===== src/design/rctm_pkg.sv =====
package rctm_pkg;

  typedef struct packed {
    logic               hit_side;
    logic [23:0]        pos_x;
    logic [23:0]        pos_y;
    logic signed [15:0] ray_dir_x;
    logic signed [15:0] ray_dir_y;
    logic [23:0]        wall_dist;
    logic [15:0]        line_height;
    logic [8:0]         row;
  } in_word_t;

  typedef struct packed {
    logic [1:0]  pixel_kind;
    logic [31:0] color;
    logic [1:0]  face_select;
    logic [5:0]  tex_row;
    logic [5:0]  tex_col;
    logic [11:0] texel_address;
  } out_word_t;

  localparam int CFG_IDX_W = 2;

  localparam logic [CFG_IDX_W-1:0] CFG_CEILING_COLOR = 2'd0;
  localparam logic [CFG_IDX_W-1:0] CFG_FLOOR_COLOR   = 2'd1;

  localparam logic [1:0] KIND_CEILING = 2'd0;
  localparam logic [1:0] KIND_WALL    = 2'd1;
  localparam logic [1:0] KIND_FLOOR   = 2'd2;

  localparam logic [1:0] FACE_NORTH = 2'd0;
  localparam logic [1:0] FACE_SOUTH = 2'd1;
  localparam logic [1:0] FACE_EAST  = 2'd2;
  localparam logic [1:0] FACE_WEST  = 2'd3;

endpackage


===== src/design/rctm_divider.sv =====
// Restoring divider, one quotient bit per stage. Needs num < den * 2^QW.
module rctm_divider #(
  parameter int QW = 7,
  parameter int NW = 24,
  parameter int DW = 16
) (
  input  logic          clk,
  input  logic          en,
  input  logic [NW-1:0] num,
  input  logic [DW-1:0] den,
  output logic [QW-1:0] quo
);

  logic [DW-1:0] rem_r [QW-1];
  logic [QW-1:0] num_r [QW-1];
  logic [DW-1:0] den_r [QW-1];
  logic [QW-1:0] q_r   [QW];

  for (genvar i = 0; i < QW; i++) begin : g_stage
    logic [DW-1:0] rem_in;
    logic [QW-1:0] num_in;
    logic [DW-1:0] den_in;
    logic [QW-1:0] q_in;
    logic [DW:0]   trial;
    logic          ge;
    logic [DW-1:0] rem_nxt;
    logic [QW-1:0] q_nxt;

    if (i == 0) begin : g_first
      assign rem_in = num[QW+DW-1:QW];
      assign num_in = num[QW-1:0];
      assign den_in = den;
      assign q_in   = '0;
    end else begin : g_next
      assign rem_in = rem_r[i-1];
      assign num_in = num_r[i-1];
      assign den_in = den_r[i-1];
      assign q_in   = q_r[i-1];
    end

    assign trial   = {rem_in, num_in[QW-1-i]};
    assign ge      = trial >= {1'b0, den_in};
    assign rem_nxt = ge ? DW'(trial - {1'b0, den_in}) : DW'(trial);
    assign q_nxt   = {q_in[QW-2:0], ge};

    always_ff @(posedge clk) begin
      if (en) begin
        q_r[i] <= q_nxt;
      end
    end

    if (i < QW - 1) begin : g_carry
      always_ff @(posedge clk) begin
        if (en) begin
          rem_r[i] <= rem_nxt;
          num_r[i] <= num_in;
          den_r[i] <= den_in;
        end
      end
    end
  end

  assign quo = q_r[QW-1];

endmodule


===== src/design/raycast_column_texel_mapper.sv =====
// channel | dir | handshake           | word
// in_     | in  | in_valid / in_stall   | rctm_pkg::in_word_t, one pixel
// out_    | out | out_valid / out_stall | rctm_pkg::out_word_t, one result
// cfg_    | in  | cfg_valid / cfg_ready | cfg_index, cfg_data (colours)
//
// One word accepted per clock unless a stalled result holds the pipeline; the
// stages are A, B, the texture-row divider at one quotient bit a stage, output.
// rst_n is synchronous; it clears valid bits and the colour registers.
// A stall on the output holds every stage; in_stall follows it when out_valid.
module raycast_column_texel_mapper #(
  parameter int SCREEN_HEIGHT = 512,
  parameter int TEX_SIZE      = 64
) (
  input  logic                                clk,
  input  logic                                rst_n,
  input  logic                                in_valid,
  output logic                                in_stall,
  input  rctm_pkg::in_word_t                  in_word,
  output logic                                out_valid,
  input  logic                                out_stall,
  output rctm_pkg::out_word_t                 out_word,
  input  logic                                cfg_valid,
  output logic                                cfg_ready,
  input  logic [rctm_pkg::CFG_IDX_W-1:0]      cfg_index,
  input  logic [31:0]                         cfg_data
);

  localparam int CW = $clog2(TEX_SIZE);
  localparam int QW = $clog2(TEX_SIZE + 1);
  localparam int KW = 17;
  localparam int NW = KW + QW;
  localparam int AW = 2 * QW + 1;
  localparam int PW = 16 + QW;
  localparam logic signed [17:0] HALF_S  = 18'(SCREEN_HEIGHT / 2);
  localparam logic signed [17:0] LAST_S  = 18'(SCREEN_HEIGHT - 1);
  localparam logic [QW-1:0]      TEX_Q   = QW'(TEX_SIZE);
  localparam logic [CW-1:0]      COL_MAX = CW'(TEX_SIZE - 1);

  typedef struct packed {
    logic          valid;
    logic [1:0]    kind;
    logic [31:0]   color;
    logic [1:0]    face;
    logic [CW-1:0] col;
  } side_t;

  logic        en;
  logic [31:0] ceiling_color_r;
  logic [31:0] floor_color_r;

  // config
  assign cfg_ready = 1'b1;

  always_ff @(posedge clk) begin
    if (!rst_n) begin
      ceiling_color_r <= '0;
      floor_color_r   <= '0;
    end else if (cfg_valid && cfg_ready) begin
      case (cfg_index)
        rctm_pkg::CFG_CEILING_COLOR: ceiling_color_r <= cfg_data;
        rctm_pkg::CFG_FLOOR_COLOR:   floor_color_r   <= cfg_data;
        default: ;
      endcase
    end
  end

  // stage A: span, kind, face, multiply
  logic               out_valid_r;
  logic [15:0]        lh_sat;
  logic signed [17:0] half_lh;
  logic signed [17:0] row_s;
  logic signed [17:0] start_s;
  logic signed [17:0] end_s;
  logic signed [17:0] end_clip;
  logic signed [17:0] k_full;
  logic signed [24:0] dist_s;
  logic signed [15:0] dir_sel;
  logic signed [40:0] prod;
  logic [1:0]         a_kind_nxt;
  logic [31:0]        a_color_nxt;
  logic [1:0]         a_face_nxt;
  logic               a_mirror_nxt;
  logic [15:0]        a_pos_nxt;

  logic               a_valid_r;
  logic [1:0]         a_kind_r;
  logic [31:0]        a_color_r;
  logic [1:0]         a_face_r;
  logic               a_mirror_r;
  logic [15:0]        a_pos_r;
  logic [15:0]        a_prod_r;
  logic [15:0]        a_lh_r;
  logic [KW-1:0]      a_k_r;

  assign en       = !out_valid_r || !out_stall;
  assign in_stall = !en;

  assign lh_sat   = (in_word.line_height == 16'd0) ? 16'd1 : in_word.line_height;
  assign half_lh  = signed'({3'b000, lh_sat[15:1]});
  assign row_s    = signed'({9'd0, in_word.row});
  assign start_s  = HALF_S - half_lh;
  assign end_s    = HALF_S + half_lh;
  assign end_clip = (end_s > LAST_S) ? LAST_S : end_s;
  assign k_full   = row_s - HALF_S + half_lh;

  always_comb begin
    if (row_s < start_s) begin
      a_kind_nxt  = rctm_pkg::KIND_CEILING;
      a_color_nxt = ceiling_color_r;
    end else if (row_s <= end_clip) begin
      a_kind_nxt  = rctm_pkg::KIND_WALL;
      a_color_nxt = '0;
    end else begin
      a_kind_nxt  = rctm_pkg::KIND_FLOOR;
      a_color_nxt = floor_color_r;
    end

    if (!in_word.hit_side && in_word.ray_dir_x < 0) begin
      a_face_nxt = rctm_pkg::FACE_EAST;
    end else if (!in_word.hit_side && in_word.ray_dir_x > 0) begin
      a_face_nxt = rctm_pkg::FACE_WEST;
    end else if (in_word.hit_side && in_word.ray_dir_y > 0) begin
      a_face_nxt = rctm_pkg::FACE_SOUTH;
    end else begin
      a_face_nxt = rctm_pkg::FACE_NORTH;
    end

    if (!in_word.hit_side) begin
      a_mirror_nxt = in_word.ray_dir_x > 0;
      a_pos_nxt    = in_word.pos_y[15:0];
      dir_sel      = in_word.ray_dir_y;
    end else begin
      a_mirror_nxt = in_word.ray_dir_y < 0;
      a_pos_nxt    = in_word.pos_x[15:0];
      dir_sel      = in_word.ray_dir_x;
    end
  end

  assign dist_s = signed'({1'b0, in_word.wall_dist});
  assign prod   = dist_s * dir_sel;

  always_ff @(posedge clk) begin
    if (!rst_n) begin
      a_valid_r <= 1'b0;
    end else if (en) begin
      a_valid_r <= in_valid;
    end
  end

  always_ff @(posedge clk) begin
    if (en) begin
      a_kind_r   <= a_kind_nxt;
      a_color_r  <= a_color_nxt;
      a_face_r   <= a_face_nxt;
      a_mirror_r <= a_mirror_nxt;
      a_pos_r    <= a_pos_nxt;
      a_prod_r   <= prod[29:14];
      a_lh_r     <= lh_sat;
      a_k_r      <= k_full[KW-1:0];
    end
  end

  // stage B: texture column, row numerator
  logic [15:0]   frac;
  logic [PW-1:0] col_prod;
  logic [CW-1:0] col_raw;
  side_t         b_side_nxt;
  side_t         b_side_r;
  logic [NW-1:0] b_num_r;
  logic [15:0]   b_lh_r;

  assign frac     = a_pos_r + a_prod_r;
  assign col_prod = {{QW{1'b0}}, frac} * PW'(TEX_SIZE);
  assign col_raw  = col_prod[16+CW-1:16];

  always_comb begin
    b_side_nxt.valid = a_valid_r;
    b_side_nxt.kind  = a_kind_r;
    b_side_nxt.color = a_color_r;
    b_side_nxt.face  = a_face_r;
    b_side_nxt.col   = a_mirror_r ? (COL_MAX - col_raw) : col_raw;
  end

  always_ff @(posedge clk) begin
    if (!rst_n) begin
      b_side_r.valid <= 1'b0;
    end else if (en) begin
      b_side_r.valid <= b_side_nxt.valid;
    end
  end

  always_ff @(posedge clk) begin
    if (en) begin
      b_side_r.kind  <= b_side_nxt.kind;
      b_side_r.color <= b_side_nxt.color;
      b_side_r.face  <= b_side_nxt.face;
      b_side_r.col   <= b_side_nxt.col;
      b_num_r        <= {{QW{1'b0}}, a_k_r} * NW'(TEX_SIZE);
      b_lh_r         <= a_lh_r;
    end
  end

  // divider stages, side data delayed alongside
  logic [QW-1:0] quo;
  side_t         dly_r [QW];

  rctm_divider #(
    .QW(QW),
    .NW(NW),
    .DW(16)
  ) u_div (
    .clk(clk),
    .en (en),
    .num(b_num_r),
    .den(b_lh_r),
    .quo(quo)
  );

  for (genvar i = 0; i < QW; i++) begin : g_dly
    always_ff @(posedge clk) begin
      if (!rst_n) begin
        dly_r[i] <= '0;
      end else if (en) begin
        dly_r[i] <= (i == 0) ? b_side_r : dly_r[(i == 0) ? 0 : i - 1];
      end
    end
  end

  // output register
  logic [QW-1:0]       trow_full;
  logic [AW-1:0]       addr_full;
  rctm_pkg::out_word_t out_nxt;
  rctm_pkg::out_word_t out_word_r;
  side_t               last;

  assign last      = dly_r[QW-1];
  assign trow_full = (quo == TEX_Q) ? '0 : quo;
  assign addr_full = AW'(trow_full) * AW'(TEX_SIZE) + AW'(last.col);

  always_comb begin
    out_nxt.pixel_kind  = last.kind;
    out_nxt.color       = last.color;
    out_nxt.face_select = last.face;
    if (last.kind == rctm_pkg::KIND_WALL) begin
      out_nxt.tex_row       = 6'(trow_full);
      out_nxt.tex_col       = 6'(last.col);
      out_nxt.texel_address = 12'(addr_full);
    end else begin
      out_nxt.tex_row       = '0;
      out_nxt.tex_col       = '0;
      out_nxt.texel_address = '0;
    end
  end

  always_ff @(posedge clk) begin
    if (!rst_n) begin
      out_valid_r <= 1'b0;
    end else if (en) begin
      out_valid_r <= last.valid;
    end
  end

  always_ff @(posedge clk) begin
    if (en) begin
      out_word_r <= out_nxt;
    end
  end

  assign out_valid = out_valid_r;
  assign out_word  = out_word_r;

endmodule


===== config.mk =====
export PLATFORM = sky130hd
export DESIGN_NAME = raycast_column_texel_mapper
export DESIGN_NICKNAME = d
export VERILOG_FILES = /design/src/design/rctm_pkg.sv /design/src/design/rctm_divider.sv /design/src/design/raycast_column_texel_mapper.sv
export SDC_FILE = /design/constraint.sdc
export NUM_CORES = 2
export LEC_CHECK = 0
export BUFFER_PORTS_ARGS = -buffer_cell sky130_fd_sc_hd__buf_2
export CORE_UTILIZATION = 56
export CTS_CLUSTER_SIZE = 30
export DETAILED_ROUTE_END_ITERATION = 10
export PLACE_DENSITY = 0.77
export SYNTH_ARGS = -nofsm -noshare
export SYNTH_HDL_FRONTEND = slang
export SYNTH_SLANG_ARGS = --single-unit
export TNS_END_PERCENT = 100

===== constraint.sdc =====
create_clock -name clk -period 15.2 [get_ports clk]
set_input_delay 1.52 -clock clk [delete_from_list [all_inputs] [get_ports clk]]
set_output_delay 1.52 -clock clk [all_outputs]
set_load 0.02 [all_outputs]

==> results.yml <==
status:
  status: "finished, final reports clean"
clock_network:
  htreeDepth: 3
  cts_tree: "built"
  clk_path_buf_depth: 3
  post_cts.repair.setup_buffers: 0
  ctsResizeCount: 0
  cts.sinks: 806
  cts_hold_buffers: 0
  cts_buffers: 77
  cts-root-buf: "clkbuf_16"
  path_clk_slew_ps: 60
  clock_latency_ps: 620
logic_synthesis:
  ys_seq_elements: 806
  synthArstFlopShare_pct: 0
  ys_types: 78
  yosysWarnings: 0
  synth_edf_count: 739
  synth_area_leaders: "edfxtp_1 48%, fa_1 12%, ha_1 6.8%, and3_1 4.2%, inv_1 4.1%"
  ys_seq_area_share_pct: 51.0
  post-synth-top-count-cell: "edfxtp_1"
  syn_area_mm2: 0.0461
  syn-num-nets: 4547
  synth.avg_cell_area_um2: 12.0
  synth_ff_type: "edfxtp_1"
  synth.top_cells.by_count: "739 x edfxtp_1, 505 x inv_1, 427 x nand2_1"
  synth_area_leader_cell: "edfxtp_1"
  synthCells: 3856
  synth_top_cell_area_share_pct: 48.1
sta:
  relSlewSlack_pct: 26.0
  maxSlewViolCount: 0
  period_share_pct: 55.4
  setup_violations: 0
  fin_skew_ps: 22.9
  worstMarginPinSlew_ps: 1110
  post-route-min-period_ps: 8420
  rsz0062_at_grt: "no"
  fmax_mhz: 119
  setup_tns_ps: 0
  finalHoldViolations: 0
detailed_routing:
  viasPerCell: 5.36
  detail-route-antenna-nets: 0
  postRouteWirelength_um: 82100
  route.detailed.drc: 0
  drt-initial-drc-count: 1776
  wl_per_cell_um: 16.1
  drt_pre_antenna_iters: 7
  via_count: 27400
floorplanning:
  dieArea_mm2: 0.0835
  die_h_um: 289
  num_rows: 104
  core_area_mm2: 0.0811
  die_w_um: 289
  start_util_pct: 56.9
  pin_count: 232
critical_path:
  path_class: "input port to register"
  cp.required_ps: 15550
  startpoint_type: "input port"
  arrival_ps: 8770
  crit_fanout: 36
  critPathCaptureType: "register"
placed_design:
  dp.cells: 4960
  place_area_mm2: 0.0479
  gp_congestion: 0.912
  dp_hpwl_um: 57300
  io_buffers: 214
cells_and_area:
  fin_util_pct: 62.3
  drive_gt1_share_pct: 12.0
  finish.instance_area_mm2: 0.0505
  final_cells: 5104
  syn2layout_area_growth_pct: 9.45
  fill_cells: 6230
  nets: 4670
run:
  drv_cap: 0
global_route:
  grtUsageTotal_pct: 19.9
  antenna_found_initial: 7
  gr-total-overflow: 0
  grt_pass1_vias: 27700
  grt_pass1_wl_um: 135000
  grt_max_degree: 223
power:
  power_density_mw_per_mm2: 195
  ir_drop_uv: 164
  p_leak_nw: 23.2
hold_path:
  hp-class: "register to register"
## layout by cell type, fill, tap and decap left out, drive strengths merged, types with 7 or more instances in the layout
master / synthesis / final
buf: 24 / 232
nand3: 19 / 19
a221oi: 8 / 8
xnor2: 95 / 95
nand2b: 19 / 19
or3: 15 / 15
ha: 252 / 252
nor2b: 49 / 49
edfxtp: 739 / 739
a31oi: 7 / 7
a21boi: 70 / 70
mux2i: 10 / 10
nand4: 26 / 26
nor4: 14 / 14
a2111oi: 8 / 8
a211oi: 10 / 10
and2: 144 / 144
bufinv: 0 / 8
nor3: 44 / 44
clkbuf: 165 / 97
or2: 7 / 7
o211ai: 8 / 8
a21o: 30 / 30
clkinv: 0 / 26
o21a: 30 / 30
inv: 505 / 509
o31a: 10 / 10
and3: 308 / 308
nor2: 110 / 110
fa: 270 / 270
nand2: 427 / 427
a21oi: 89 / 89
o21ai: 93 / 93
xor2: 30 / 30
mux2: 102 / 102
dfxtp: 67 / 67
## power breakdown
part / internal, mW / switching, mW
sequential: 2.94 / 0.114
clock: 1.11 / 0.795
combinational: 2.25 / 2.64
## final timing paths
kind | start | end | slack [ps] | cells past startpoint
worst min-delay path | a_lh_r[14]$_DFFE_PN_ | b_lh_r[14]$_DFFE_PN_ | 410 | 0
worst min register to register | a_lh_r[14]$_DFFE_PN_ | b_lh_r[14]$_DFFE_PN_ | 410 | 0
worst max-delay path | in_word[129] | a_prod_r[15]$_DFFE_PN_ | 6780 | 23
worst max register to register | out_valid$_SDFFE_PN0N_ | b_num_r[15]$_DFFE_PN_ | 11010 | 4
## metal layers
layer / global-route usage [%] / wire length, um
met5: 0 / 9
met3: 2.71 / 3930
met2: 34.7 / 41100
met4: 7.21 / 2070
met1: 25.4 / 35000
## stage by stage
step                power [mW]  worst slack (ps)  hold slack (ps)
floorplan                 6.98               379              400
global placement          7.81              6150              401
detailed placement        8.00              6100              405
CTS                       9.94              6740              418
global route              10.6              6500              421
finish                    9.85              6780              415
## kinds of logic (layout without fill, tap and decap cells)
logic type	count (synthesis)	in the layout	share of synthesized area, %
buffers and inverters	694	876	5.83
XOR/XNOR	125	125	2.37
AND/OR/NAND/NOR	1193	1193	13.2
adder cells (fa/ha/maj)	522	522	18.5
multiplexers	112	112	2.89
AO/OA/AOI/OAI	403	403	6.17
other	1	7	0.00813
flip-flops	806	806	51.0
## critical path, stage by stage
cell      delay, ps
buf_2           610
mux2_2          630
and2_1          270
fa_1            550
inv_1            60
fa_1            570
fa_1            440
fa_1            500
inv_1            60
fa_1            530
inv_1            60
fa_1            530
inv_1            60
ha_1            300
a211oi_1        340
nand3_1         190
a31oi_2         350
o41ai_4         170
a31oi_2         320
a21oi_2         140
a211o_1         290
a21oi_1         190
xnor2_1          80
## sequential cells by signal, summed over array words and instances, names as in the netlist
register,flops
u_div.rem_r,96
a_kind_r,2
a_k_r,17
a_mirror_r,1
a_pos_r,16
b_lh_r,16
a_valid_r,1
out_word,48
out_valid,1
a_color_r,32
a_prod_r,16
u_div.q_r,21
ceiling_color_r,32
u_div.den_r,96
a_lh_r,16
b_side_r,43
b_num_r,17
dly_r,301
a_face_r,2
floor_color_r,32
## area by class of cell
| class | count | area, um2 | area share (%) |
|---|---|---|---|
| Antenna cell | 6 | 15.0 | 0.0297 |
| Clock buffer | 96 | 2060 | 4.08 |
| Clock inverter | 42 | 489 | 0.969 |
| Inverter | 505 | 1900 | 3.75 |
| Multi-Input combinational cell | 2356 | 19900 | 39.5 |
| Sequential cell | 806 | 23500 | 46.6 |
| Tap cell | 1060 | 1330 | 2.63 |
| Timing Repair Buffer | 233 | 1230 | 2.45 |
Note: power is estimated with default switching activity, not from simulation.
